File: src/hdl/lin_frame_assembler_assert.svh
// assertion macros shared by the lin frame assembler modules
`ifndef LIN_FRAME_ASSEMBLER_ASSERT_SVH
`define LIN_FRAME_ASSEMBLER_ASSERT_SVH

// condition holds at every edge out of reset
`define LFA_ASSERT_ALWAYS(lbl, cond, msg) \
    lbl: assert property (@(posedge aclk) disable iff (!aresetn) (cond)) else $error(msg);

// consequence holds in the same cycle as the antecedent
`define LFA_ASSERT_IMPLY(lbl, ante, cons, msg) \
    lbl: assert property (@(posedge aclk) disable iff (!aresetn) (ante) |-> (cons)) \
        else $error(msg);

// consequence holds in the cycle after the antecedent
`define LFA_ASSERT_NEXT(lbl, ante, cons, msg) \
    lbl: assert property (@(posedge aclk) disable iff (!aresetn) (ante) |=> (cons)) \
        else $error(msg);

`endif

File: src/hdl/lfa_pkg.sv
// shared types, constants and helper functions of the lin frame assembler
`timescale 1ns / 1ps
`default_nettype none

package lfa_pkg;

    // frame limits
    localparam int MAX_DATA_BYTES = 8;
    localparam int CNT_W          = 4;

    // token encoding
    localparam logic       TOKEN_BREAK = 1'b0;
    localparam logic       TOKEN_BYTE  = 1'b1;
    localparam logic [7:0] SYNC_BYTE   = 8'h55;

    // command queue geometry
    localparam int QUEUE_DEPTH = 4;
    localparam int QPTR_W      = 2;
    localparam int QCNT_W      = 3;

    // one classified item: which tokens to send and their bytes
    typedef struct packed {
        logic       hdr;       // send break, sync and protected id
        logic [7:0] pid;
        logic       has_data;  // send the data byte
        logic [7:0] data;
        logic       has_ck;    // send the checksum, closing the frame
        logic [7:0] ck;
    } lfa_cmd_t;

    // protected identifier: id with parity p0 in bit 6 and p1 in bit 7
    function automatic logic [7:0] protect_id(input logic [5:0] id);
        logic p0;
        logic p1;
        p0 = id[0] ^ id[1] ^ id[2] ^ id[4];
        p1 = ~(id[1] ^ id[3] ^ id[4] ^ id[5]);
        return {p1, p0, id};
    endfunction

    // end-around-carry add: a carry out wraps back into bit 0
    function automatic logic [7:0] fold_add(input logic [7:0] a, input logic [7:0] b);
        logic [8:0] s;
        s = {1'b0, a} + {1'b0, b};
        return s[8] ? (s[7:0] + 8'd1) : s[7:0];
    endfunction

endpackage

`default_nettype wire

File: src/hdl/lfa_front.sv
// front end: accepts input beats, tracks the frame and classifies each beat
`timescale 1ns / 1ps
`default_nettype none
`include "lin_frame_assembler_assert.svh"

module lfa_front
    import lfa_pkg::*;
(
    input  wire logic       aclk,
    input  wire logic       aresetn,
    input  wire logic       s_valid,
    output logic            s_ready,
    input  wire logic [5:0] frame_id,
    input  wire logic       enhanced,
    input  wire logic       no_data,
    input  wire logic [7:0] data_byte,
    input  wire logic       last_byte,
    input  wire logic       q_full,
    output logic            push,
    output lfa_cmd_t        cmd
);

    localparam logic [CNT_W-1:0] MAX_CNT = CNT_W'(MAX_DATA_BYTES);

    logic             in_frame_reg, in_frame_next;
    logic [7:0]       sum_reg, sum_next;
    logic [CNT_W-1:0] cnt_reg, cnt_next;

    logic [7:0]       pid;
    logic [7:0]       base_sum;
    logic [7:0]       add_sum;
    logic [CNT_W-1:0] add_cnt;
    logic             closing;

    // handshake: take a beat whenever the queue has room
    assign s_ready = !q_full;
    assign push    = s_valid && s_ready;

    // sum and count after this beat's data byte
    assign pid      = protect_id(frame_id);
    assign base_sum = in_frame_reg ? sum_reg : (enhanced ? pid : 8'd0);
    assign add_sum  = fold_add(base_sum, data_byte);
    assign add_cnt  = (in_frame_reg ? cnt_reg : '0) + CNT_W'(1);

    // classify the beat
    always_comb begin
        cmd.hdr      = !in_frame_reg;
        cmd.pid      = pid;
        cmd.has_data = 1'b1;
        cmd.data     = data_byte;
        cmd.has_ck   = 1'b0;
        cmd.ck       = ~add_sum;
        closing      = 1'b0;
        if (!in_frame_reg && no_data) begin
            // empty frame: header then checksum
            cmd.has_data = 1'b0;
            cmd.has_ck   = 1'b1;
            cmd.ck       = ~base_sum;
            closing      = 1'b1;
        end else if (last_byte || add_cnt >= MAX_CNT) begin
            cmd.has_ck = 1'b1;
            closing    = 1'b1;
        end
    end

    // frame state update
    always_comb begin
        in_frame_next = in_frame_reg;
        sum_next      = sum_reg;
        cnt_next      = cnt_reg;
        if (push) begin
            if (closing) begin
                in_frame_next = 1'b0;
                sum_next      = 8'd0;
                cnt_next      = '0;
            end else begin
                in_frame_next = 1'b1;
                sum_next      = add_sum;
                cnt_next      = add_cnt;
            end
        end
    end

    always_ff @(posedge aclk) begin
        if (!aresetn) begin
            in_frame_reg <= 1'b0;
            sum_reg      <= 8'd0;
            cnt_reg      <= '0;
        end else begin
            in_frame_reg <= in_frame_next;
            sum_reg      <= sum_next;
            cnt_reg      <= cnt_next;
        end
    end

    `LFA_ASSERT_IMPLY(a_open_count, in_frame_reg, (cnt_reg != '0) && (cnt_reg < MAX_CNT), "count out of range inside a frame")
    `LFA_ASSERT_IMPLY(a_idle_clear, !in_frame_reg, (cnt_reg == '0) && (sum_reg == 8'd0), "idle state not cleared")
    `LFA_ASSERT_NEXT(a_close_idle, push && cmd.has_ck, !in_frame_reg, "frame still open after checksum")

endmodule

`default_nettype wire

File: src/hdl/lfa_queue.sv
// short command queue between the front end and the token sequencer
`timescale 1ns / 1ps
`default_nettype none
`include "lin_frame_assembler_assert.svh"

module lfa_queue
    import lfa_pkg::*;
(
    input  wire logic     aclk,
    input  wire logic     aresetn,
    input  wire logic     push,
    input  wire lfa_cmd_t push_cmd,
    input  wire logic     pop,
    output lfa_cmd_t      head,
    output logic          full,
    output logic          empty
);

    localparam logic [QCNT_W-1:0] DEPTH_CNT = QCNT_W'(QUEUE_DEPTH);

    lfa_cmd_t          mem [QUEUE_DEPTH];
    logic [QPTR_W-1:0] wr_ptr_reg, rd_ptr_reg;
    logic [QCNT_W-1:0] count_reg;

    assign full  = (count_reg == DEPTH_CNT);
    assign empty = (count_reg == '0);
    assign head  = mem[rd_ptr_reg];

    // storage
    always_ff @(posedge aclk) begin
        if (push) begin
            mem[wr_ptr_reg] <= push_cmd;
        end
    end

    // pointers and fill count
    always_ff @(posedge aclk) begin
        if (!aresetn) begin
            wr_ptr_reg <= '0;
            rd_ptr_reg <= '0;
            count_reg  <= '0;
        end else begin
            if (push) begin
                wr_ptr_reg <= wr_ptr_reg + QPTR_W'(1);
            end
            if (pop) begin
                rd_ptr_reg <= rd_ptr_reg + QPTR_W'(1);
            end
            if (push && !pop) begin
                count_reg <= count_reg + QCNT_W'(1);
            end else if (pop && !push) begin
                count_reg <= count_reg - QCNT_W'(1);
            end
        end
    end

    `LFA_ASSERT_ALWAYS(a_no_overflow, !(push && full), "push into full queue")
    `LFA_ASSERT_ALWAYS(a_no_underflow, !(pop && empty), "pop from empty queue")
    `LFA_ASSERT_NEXT(a_count_up, push && !pop, count_reg == $past(count_reg) + QCNT_W'(1), "fill count did not advance")

endmodule

`default_nettype wire

File: src/hdl/lfa_back.sv
// back end: walks each command through its tokens into the output register
`timescale 1ns / 1ps
`default_nettype none
`include "lin_frame_assembler_assert.svh"

module lfa_back
    import lfa_pkg::*;
(
    input  wire logic     aclk,
    input  wire logic     aresetn,
    input  wire lfa_cmd_t head,
    input  wire logic     q_empty,
    output logic          pop,
    output logic          m_valid,
    input  wire logic     m_ready,
    output logic          token_kind,
    output logic [7:0]    tx_byte,
    output logic          frame_end
);

    typedef enum logic [2:0] {
        PH_BREAK,
        PH_SYNC,
        PH_PID,
        PH_DATA,
        PH_CKSUM
    } phase_t;

    phase_t     phase_reg;
    logic       mid_reg;
    logic       out_vld_reg;
    logic       kind_reg;
    logic [7:0] byte_reg;
    logic       end_reg;

    phase_t     first_ph;
    phase_t     cur_ph;
    phase_t     phase_next;
    logic       tok_kind;
    logic [7:0] tok_byte;
    logic       tok_end;
    logic       done;
    logic       load;

    // token of the head command to send now
    always_comb begin
        if (head.hdr) begin
            first_ph = PH_BREAK;
        end else if (head.has_data) begin
            first_ph = PH_DATA;
        end else begin
            first_ph = PH_CKSUM;
        end
        cur_ph = mid_reg ? phase_reg : first_ph;
    end

    always_comb begin
        tok_kind   = TOKEN_BYTE;
        tok_byte   = 8'd0;
        tok_end    = 1'b0;
        done       = 1'b0;
        phase_next = PH_BREAK;
        case (cur_ph)
            PH_BREAK: begin
                tok_kind   = TOKEN_BREAK;
                phase_next = PH_SYNC;
            end
            PH_SYNC: begin
                tok_byte   = SYNC_BYTE;
                phase_next = PH_PID;
            end
            PH_PID: begin
                tok_byte   = head.pid;
                phase_next = head.has_data ? PH_DATA : PH_CKSUM;
            end
            PH_DATA: begin
                tok_byte   = head.data;
                done       = !head.has_ck;
                phase_next = PH_CKSUM;
            end
            PH_CKSUM: begin
                tok_byte = head.ck;
                tok_end  = 1'b1;
                done     = 1'b1;
            end
            default: begin
                done = 1'b1;
            end
        endcase
    end

    // advance when a command waits and the output register frees up
    assign load = !q_empty && (!out_vld_reg || m_ready);
    assign pop  = load && done;

    // sequencer state and output register
    always_ff @(posedge aclk) begin
        if (!aresetn) begin
            phase_reg   <= PH_BREAK;
            mid_reg     <= 1'b0;
            out_vld_reg <= 1'b0;
        end else begin
            if (load) begin
                phase_reg <= phase_next;
                mid_reg   <= !done;
                kind_reg  <= tok_kind;
                byte_reg  <= tok_byte;
                end_reg   <= tok_end;
            end
            out_vld_reg <= load || (out_vld_reg && !m_ready);
        end
    end

    assign m_valid    = out_vld_reg;
    assign token_kind = kind_reg;
    assign tx_byte    = byte_reg;
    assign frame_end  = end_reg;

    `LFA_ASSERT_IMPLY(a_mid_has_cmd, mid_reg, !q_empty, "command left the queue mid-sequence")
    `LFA_ASSERT_NEXT(a_break_sync, load && (cur_ph == PH_BREAK), mid_reg && (phase_reg == PH_SYNC), "sync does not follow break")
    `LFA_ASSERT_IMPLY(a_end_is_byte, out_vld_reg && end_reg, kind_reg == TOKEN_BYTE, "checksum beat marked as break")

endmodule

`default_nettype wire

File: src/hdl/lin_frame_assembler.sv
// top level of the lin frame assembler: front end, command queue, token sequencer
//
// Turns input beats into the token stream of LIN frames. The first beat of a frame
// produces a break token (m_axis_tuser low), the sync byte 0x55 and the protected
// identifier, then its data byte; every data byte adds into an end-around-carry sum
// (with the protected identifier as the seed in enhanced mode), and the beat marked
// last, the eighth data byte of a frame, or a first beat with no_data set is followed
// by the inverted sum as the checksum beat with m_axis_tlast high. The front end
// takes one input beat per cycle while its four-entry command queue has room; the
// sequencer sends one token per cycle while m_axis_tready does not stall it. An item
// has one or two tokens for a data beat, four or five for the first beat of a frame.
// The sustained rate is set by that single output token per cycle. Each item passes
// first through the command queue, written when its beat is accepted, and then
// through the output register, which the sequencer loads token by token.
`timescale 1ns / 1ps
`default_nettype none

module lin_frame_assembler
    import lfa_pkg::*;
(
    input  wire logic        aclk,
    input  wire logic        aresetn,
    // input beats
    input  wire logic        s_axis_tvalid,
    output logic             s_axis_tready,
    input  wire logic [15:0] s_axis_tdata,   // frame_id[5:0], enhanced[6], data_byte[14:7]
    input  wire logic        s_axis_tuser,   // no_data
    input  wire logic        s_axis_tlast,   // last_byte
    // token beats
    output logic             m_axis_tvalid,
    input  wire logic        m_axis_tready,
    output logic [7:0]       m_axis_tdata,   // tx_byte[7:0]
    output logic             m_axis_tuser,   // token_kind
    output logic             m_axis_tlast    // frame_end
);

    logic     push;
    lfa_cmd_t push_cmd;
    lfa_cmd_t head;
    logic     q_full;
    logic     q_empty;
    logic     pop;

    // classify input beats
    lfa_front u_front (
        .aclk      (aclk),
        .aresetn   (aresetn),
        .s_valid   (s_axis_tvalid),
        .s_ready   (s_axis_tready),
        .frame_id  (s_axis_tdata[5:0]),
        .enhanced  (s_axis_tdata[6]),
        .no_data   (s_axis_tuser),
        .data_byte (s_axis_tdata[14:7]),
        .last_byte (s_axis_tlast),
        .q_full    (q_full),
        .push      (push),
        .cmd       (push_cmd)
    );

    // decouple front and back
    lfa_queue u_queue (
        .aclk     (aclk),
        .aresetn  (aresetn),
        .push     (push),
        .push_cmd (push_cmd),
        .pop      (pop),
        .head     (head),
        .full     (q_full),
        .empty    (q_empty)
    );

    // emit tokens
    lfa_back u_back (
        .aclk       (aclk),
        .aresetn    (aresetn),
        .head       (head),
        .q_empty    (q_empty),
        .pop        (pop),
        .m_valid    (m_axis_tvalid),
        .m_ready    (m_axis_tready),
        .token_kind (m_axis_tuser),
        .tx_byte    (m_axis_tdata),
        .frame_end  (m_axis_tlast)
    );

endmodule

`default_nettype wire
File: config.mk
export PLATFORM = sky130hd
export DESIGN_NAME = lin_frame_assembler
export DESIGN_NICKNAME = d
export VERILOG_FILES = /design/src/hdl/lfa_pkg.sv /design/src/hdl/lfa_front.sv /design/src/hdl/lfa_queue.sv /design/src/hdl/lfa_back.sv /design/src/hdl/lin_frame_assembler.sv
export VERILOG_INCLUDE_DIRS = /design/src /design/src/hdl
export SDC_FILE = /design/constraint.sdc
export NUM_CORES = 1
export LEC_CHECK = 0
export BUFFER_PORTS_ARGS = -buffer_cell sky130_fd_sc_hd__buf_2
export CAP_MARGIN = 15
export CORE_ASPECT_RATIO = 1.25
export CORE_MARGIN = 4
export CORE_UTILIZATION = 60
export CTS_CLUSTER_SIZE = 28
export DETAILED_ROUTE_END_ITERATION = 7
export PLACE_DENSITY_LB_ADDON = 0.08
export SYNTH_ARGS = -nofsm -noshare
export SYNTH_HDL_FRONTEND = slang
export SYNTH_SLANG_ARGS = --single-unit
File: constraint.sdc
create_clock -name aclk -period 5.2 [get_ports aclk]
set_input_delay 0.52 -clock aclk [delete_from_list [all_inputs] [get_ports aclk]]
set_output_delay 0.52 -clock aclk [all_outputs]
set_load 0.01 [all_outputs]
==> Flow_metrics.wiki <==
{| class="wikitable"
! Metric !! Value
|-
| Status || finished clean
|-
| DR pass1 iterations || 4
|-
| Growth of design area from synthesis to finish || 14.2%
|-
| Number of design rule violations left after detail routing || 0
|-
| Top post-synthesis cells by area || sky130_fd_sc_hd__edfxtp_1 (55%), sky130_fd_sc_hd__dfxtp_1 (8.3%), sky130_fd_sc_hd__mux4_2 (6.6%), sky130_fd_sc_hd__ha_1 (2.9%), sky130_fd_sc_hd__o21ai_0 (2.7%)
|-
| Die span in y || about 120 um
|-
| WL per Instance || ~20 um
|-
| CTS sink count || 145
|-
| Total power density per cell area || around 500 mW/mm^2
|-
| Antenna diode instance count || 0
|-
| Core box area || between 0.01 and 0.015 sq mm
|-
| RSZ-0062 raised after global routing || no
|-
| Library cell occupying the most area in the post-synthesis netlist || sky130_fd_sc_hd__edfxtp_1
|-
| Summed instance area of the synthesized netlist || 0.00650 sq mm
|-
| Standard cell area after detailed placement || slightly below 0.007 sq mm
|-
| Cells on worst reg2reg path || 12
|-
| Postcts setup bufs || 0
|-
| End-of-flow core utilization || 0.700
|-
| Setup TNS || 0 ns
|-
| Final hold violation count || 0
|-
| Initial Utilization || 0.612
|-
| Pins over their slew limit || 0
|-
| Fraction of layout cells with a size suffix above 1 || 0.211
|-
| Count of vias placed by the detailed router || a little under 4k
|-
| Worst-case vdd ir drop || roughly 0.00028 V
|-
| Number of ports placed on the die boundary || 34
|-
| Crit path from || u_front.in_frame_reg$_SDFFE_PN0P_
|-
| 1st-iter DRT viols || 213
|-
| Share of the clock period used by the worst path || 0.704
|-
| Count of distinct cell types in the synthesized netlist || 53
|-
| Worst-margin pin slew || 0.747 ns
|-
| Type of the worst setup path || flop to flop
|-
| Clock network latency to the later pin of the worst-skew pair || ~0.42 ns
|-
| Worst clock skew || between 0.009 and 0.01 ns
|-
| Arr. time, crit path || 3.81 ns
|-
| Count of yosys warnings during synthesis || 0
|-
| Largest fanout on the critical path || 23
|-
| Number of antenna violations at the first check in global routing || 0
|-
| Synthesized flop and latch total || 145
|-
| Placement Rows || 42
|-
| Post-Synthesis Mean Instance Area || between 10 and 15 sq um
|-
| Min-Delay Path Class || primary input to flop
|-
| RD Place Congestion || between 0.8 and 0.9
|-
| Capturing instance or port of the critical path || u_queue.mem[1][7]$_DFFE_PP_
|-
| Deepest clock path buffer count || 2
|-
| Top cells by count, synth || sky130_fd_sc_hd__edfxtp_1 (118), sky130_fd_sc_hd__nand2_1 (37), sky130_fd_sc_hd__o21ai_0 (35)
|-
| Max Clk Rate || ~270 MHz
|-
| Kind of launch point of the worst setup path || flop
|-
| Die footprint || 0.0126 sq mm
|-
| Remaining antenna violation count after routing || 0
|-
| Async set-reset flop share out of synthesis || 0
|-
| Detailed-placement wirelength estimate || ~8400 um
|-
| Most frequently used cell type in the post-synthesis netlist || sky130_fd_sc_hd__edfxtp_1
|-
| Number of enable flip-flop cells after synthesis || about 120
|-
| Leakage Power || between 2 and 3 nW
|-
| Clock Pin Slew Worst Setup and Hold Paths || 0.06 ns
|-
| Final net count || between 500 and 600
|-
| Hold buffer count at CTS || 0
|-
| # Max-Cap Violations || 0
|-
| Flip-flop count of the largest register after layout || 108
|-
| Proportion of netlist area held by the largest area contributor || 0.545
|-
| Seq/Total Area, Yosys || 0.628
|-
| Number of global-route vias before repair || about 3.9k
|-
| Final-report setup violation count || 0
|-
| Synth Flop Type || sky130_fd_sc_hd__edfxtp_1
|-
| Residual overflow from global routing || 0
|-
| Global-route wire length before repair || slightly above 20,000 um
|-
| Aggregate routed wire length || roughly 13,000 um
|-
| Clock tree from TritonCTS || built
|-
| Mapped Nets || roughly 500
|-
| Worst-case register-to-register setup slack || about 1.5 ns
|-
| Clock Tree Root || sky130_fd_sc_hd__clkbuf_16
|-
| Die width || 101 um
|-
| Htree depth || 4
|-
| Count of mapped cells out of synthesis || approximately 460
|-
| Largest net degree at the start of global routing || 29
|-
| CTS buffer count || 17
|-
| Number of port buffers || 32
|-
| Critical R2R Launch || u_front.in_frame_reg$_SDFFE_PN0P_
|-
| Worst slew margin || 0.501
|-
| Minimum clock period after layout || about 3.7 ns
|-
| Kind of end point of the critical path || flop
|-
| Total non-filler cell area in the finished layout || around 0.0074 sq mm
|-
| RR Endpoint || u_queue.mem[1][7]$_DFFE_PP_
|-
| Worst EP required || 5.35 ns
|-
| Aggregate global-route resource usage || 0.219
|-
| Detail-routed via count per cell || roughly 6.0
|-
| Post-cts gate resize count || 0
|}
critical path, cell delays in order, from the launching register on:
cell	delay, ns
sky130_fd_sc_hd__dfxtp_1	0.80
sky130_fd_sc_hd__nand2_1	0.09
sky130_fd_sc_hd__o21ai_0	0.11
sky130_fd_sc_hd__ha_1	0.23
sky130_fd_sc_hd__inv_1	0.06
sky130_fd_sc_hd__fa_1	0.39
sky130_fd_sc_hd__and2b_2	0.27
sky130_fd_sc_hd__o22ai_2	0.10
sky130_fd_sc_hd__xnor2_1	0.38
sky130_fd_sc_hd__nand4_4	0.18
sky130_fd_sc_hd__o311ai_2	0.31
sky130_fd_sc_hd__o211ai_2	0.14
sky130_fd_sc_hd__mux2_2	0.33
through the flow:
step / instances / setup WS, ns / total power [mW] / hold WS (ns)
finish: 648 / 1.54 / 3.67 / 0.338
global placement: 616 / 1.53 / 2.41 / 0.455
global route: 648 / 1.25 / 3.85 / 0.340
CTS: 648 / 1.53 / 3.69 / 0.330
detailed placement: 616 / 1.48 / 2.44 / 0.472
floorplan: 462 / 1.78 / 2.20 / 0.441
cell type report:
cell class | count | area (sq um)
Timing Repair Buffer | 38 | 205
Multi-Input combinational cell | 281 | 2280
Clock buffer | 17 | 425
Inverter | 20 | 75.1
Sequential cell | 145 | 4090
Tap cell | 132 | 165
Fill cell | 721 | 3190
Clock inverter | 15 | 193
cells in the final DEF (no fill, tap or decap), types with 5 or more instances in the layout:
cell                        count
sky130_fd_sc_hd__a21boi_0       5
sky130_fd_sc_hd__a21oi_1       21
sky130_fd_sc_hd__a22oi_1        5
sky130_fd_sc_hd__and2_1         8
sky130_fd_sc_hd__and3_1         6
sky130_fd_sc_hd__buf_2         32
sky130_fd_sc_hd__buf_4          6
sky130_fd_sc_hd__clkbuf_16     17
sky130_fd_sc_hd__clkinv_2       5
sky130_fd_sc_hd__dfxtp_1       26
sky130_fd_sc_hd__edfxtp_1     118
sky130_fd_sc_hd__ha_1          15
sky130_fd_sc_hd__inv_1         20
sky130_fd_sc_hd__mux2i_1       17
sky130_fd_sc_hd__mux4_2        19
sky130_fd_sc_hd__nand2_1       37
sky130_fd_sc_hd__nand3_1        5
sky130_fd_sc_hd__nor2_1        13
sky130_fd_sc_hd__nor2b_1       19
sky130_fd_sc_hd__nor3_1         6
sky130_fd_sc_hd__o21ai_0       35
sky130_fd_sc_hd__xnor2_1       15
sky130_fd_sc_hd__xor2_1         8
how the worst min path moves through the flow:
stage / startpoint / to / slack [ns] / cells after the start
global placement: u_front.sum_reg[6]$_SDFFE_PN0P_ / u_front.sum_reg[6]$_SDFFE_PN0P_ / 0.45 / 2
floorplan: u_front.sum_reg[1]$_SDFFE_PN0P_ / u_front.sum_reg[1]$_SDFFE_PN0P_ / 0.44 / 2
detailed placement: u_back.m_valid$_SDFF_PN0_ / u_back.m_valid$_SDFF_PN0_ / 0.47 / 2
finish: s_axis_tdata[12] / u_queue.mem[3][14]$_DFFE_PP_ / 0.34 / 1
CTS: s_axis_tdata[12] / u_queue.mem[3][14]$_DFFE_PP_ / 0.33 / 1
global route: s_axis_tdata[12] / u_queue.mem[3][14]$_DFFE_PP_ / 0.34 / 1
cell families (layout without fill, tap and decap cells):
family          Yosys count  after routing  share of synthesized area
compound gates           97             97                      0.105
xor+xnor                 23             23                     0.0310
fa+ha+maj                17             17                     0.0350
buf+inv                  36             90                     0.0216
flops                   145            145                      0.628
mux                      38             38                     0.0955
simple gates            106            106                     0.0843
metal layers:
metal / track usage / up-vias / part of all wire
met5: 0 / - / 0
met4: 0.0649 / 0 / 0.012
met3: 0.0454 / 13 / 0.048
met2: 0.368 / 101 / 0.52
met1: 0.284 / 1937 / 0.42
li1: - / 1824 / -
power breakdown:
group / internal (mW) / switching [mW]
Sequential: 1.47 / 0.101
Combinational: 0.364 / 0.487
Clock: 0.798 / 0.455
Total: 2.63 / 1.04
(Power assumes the default switching activity.)
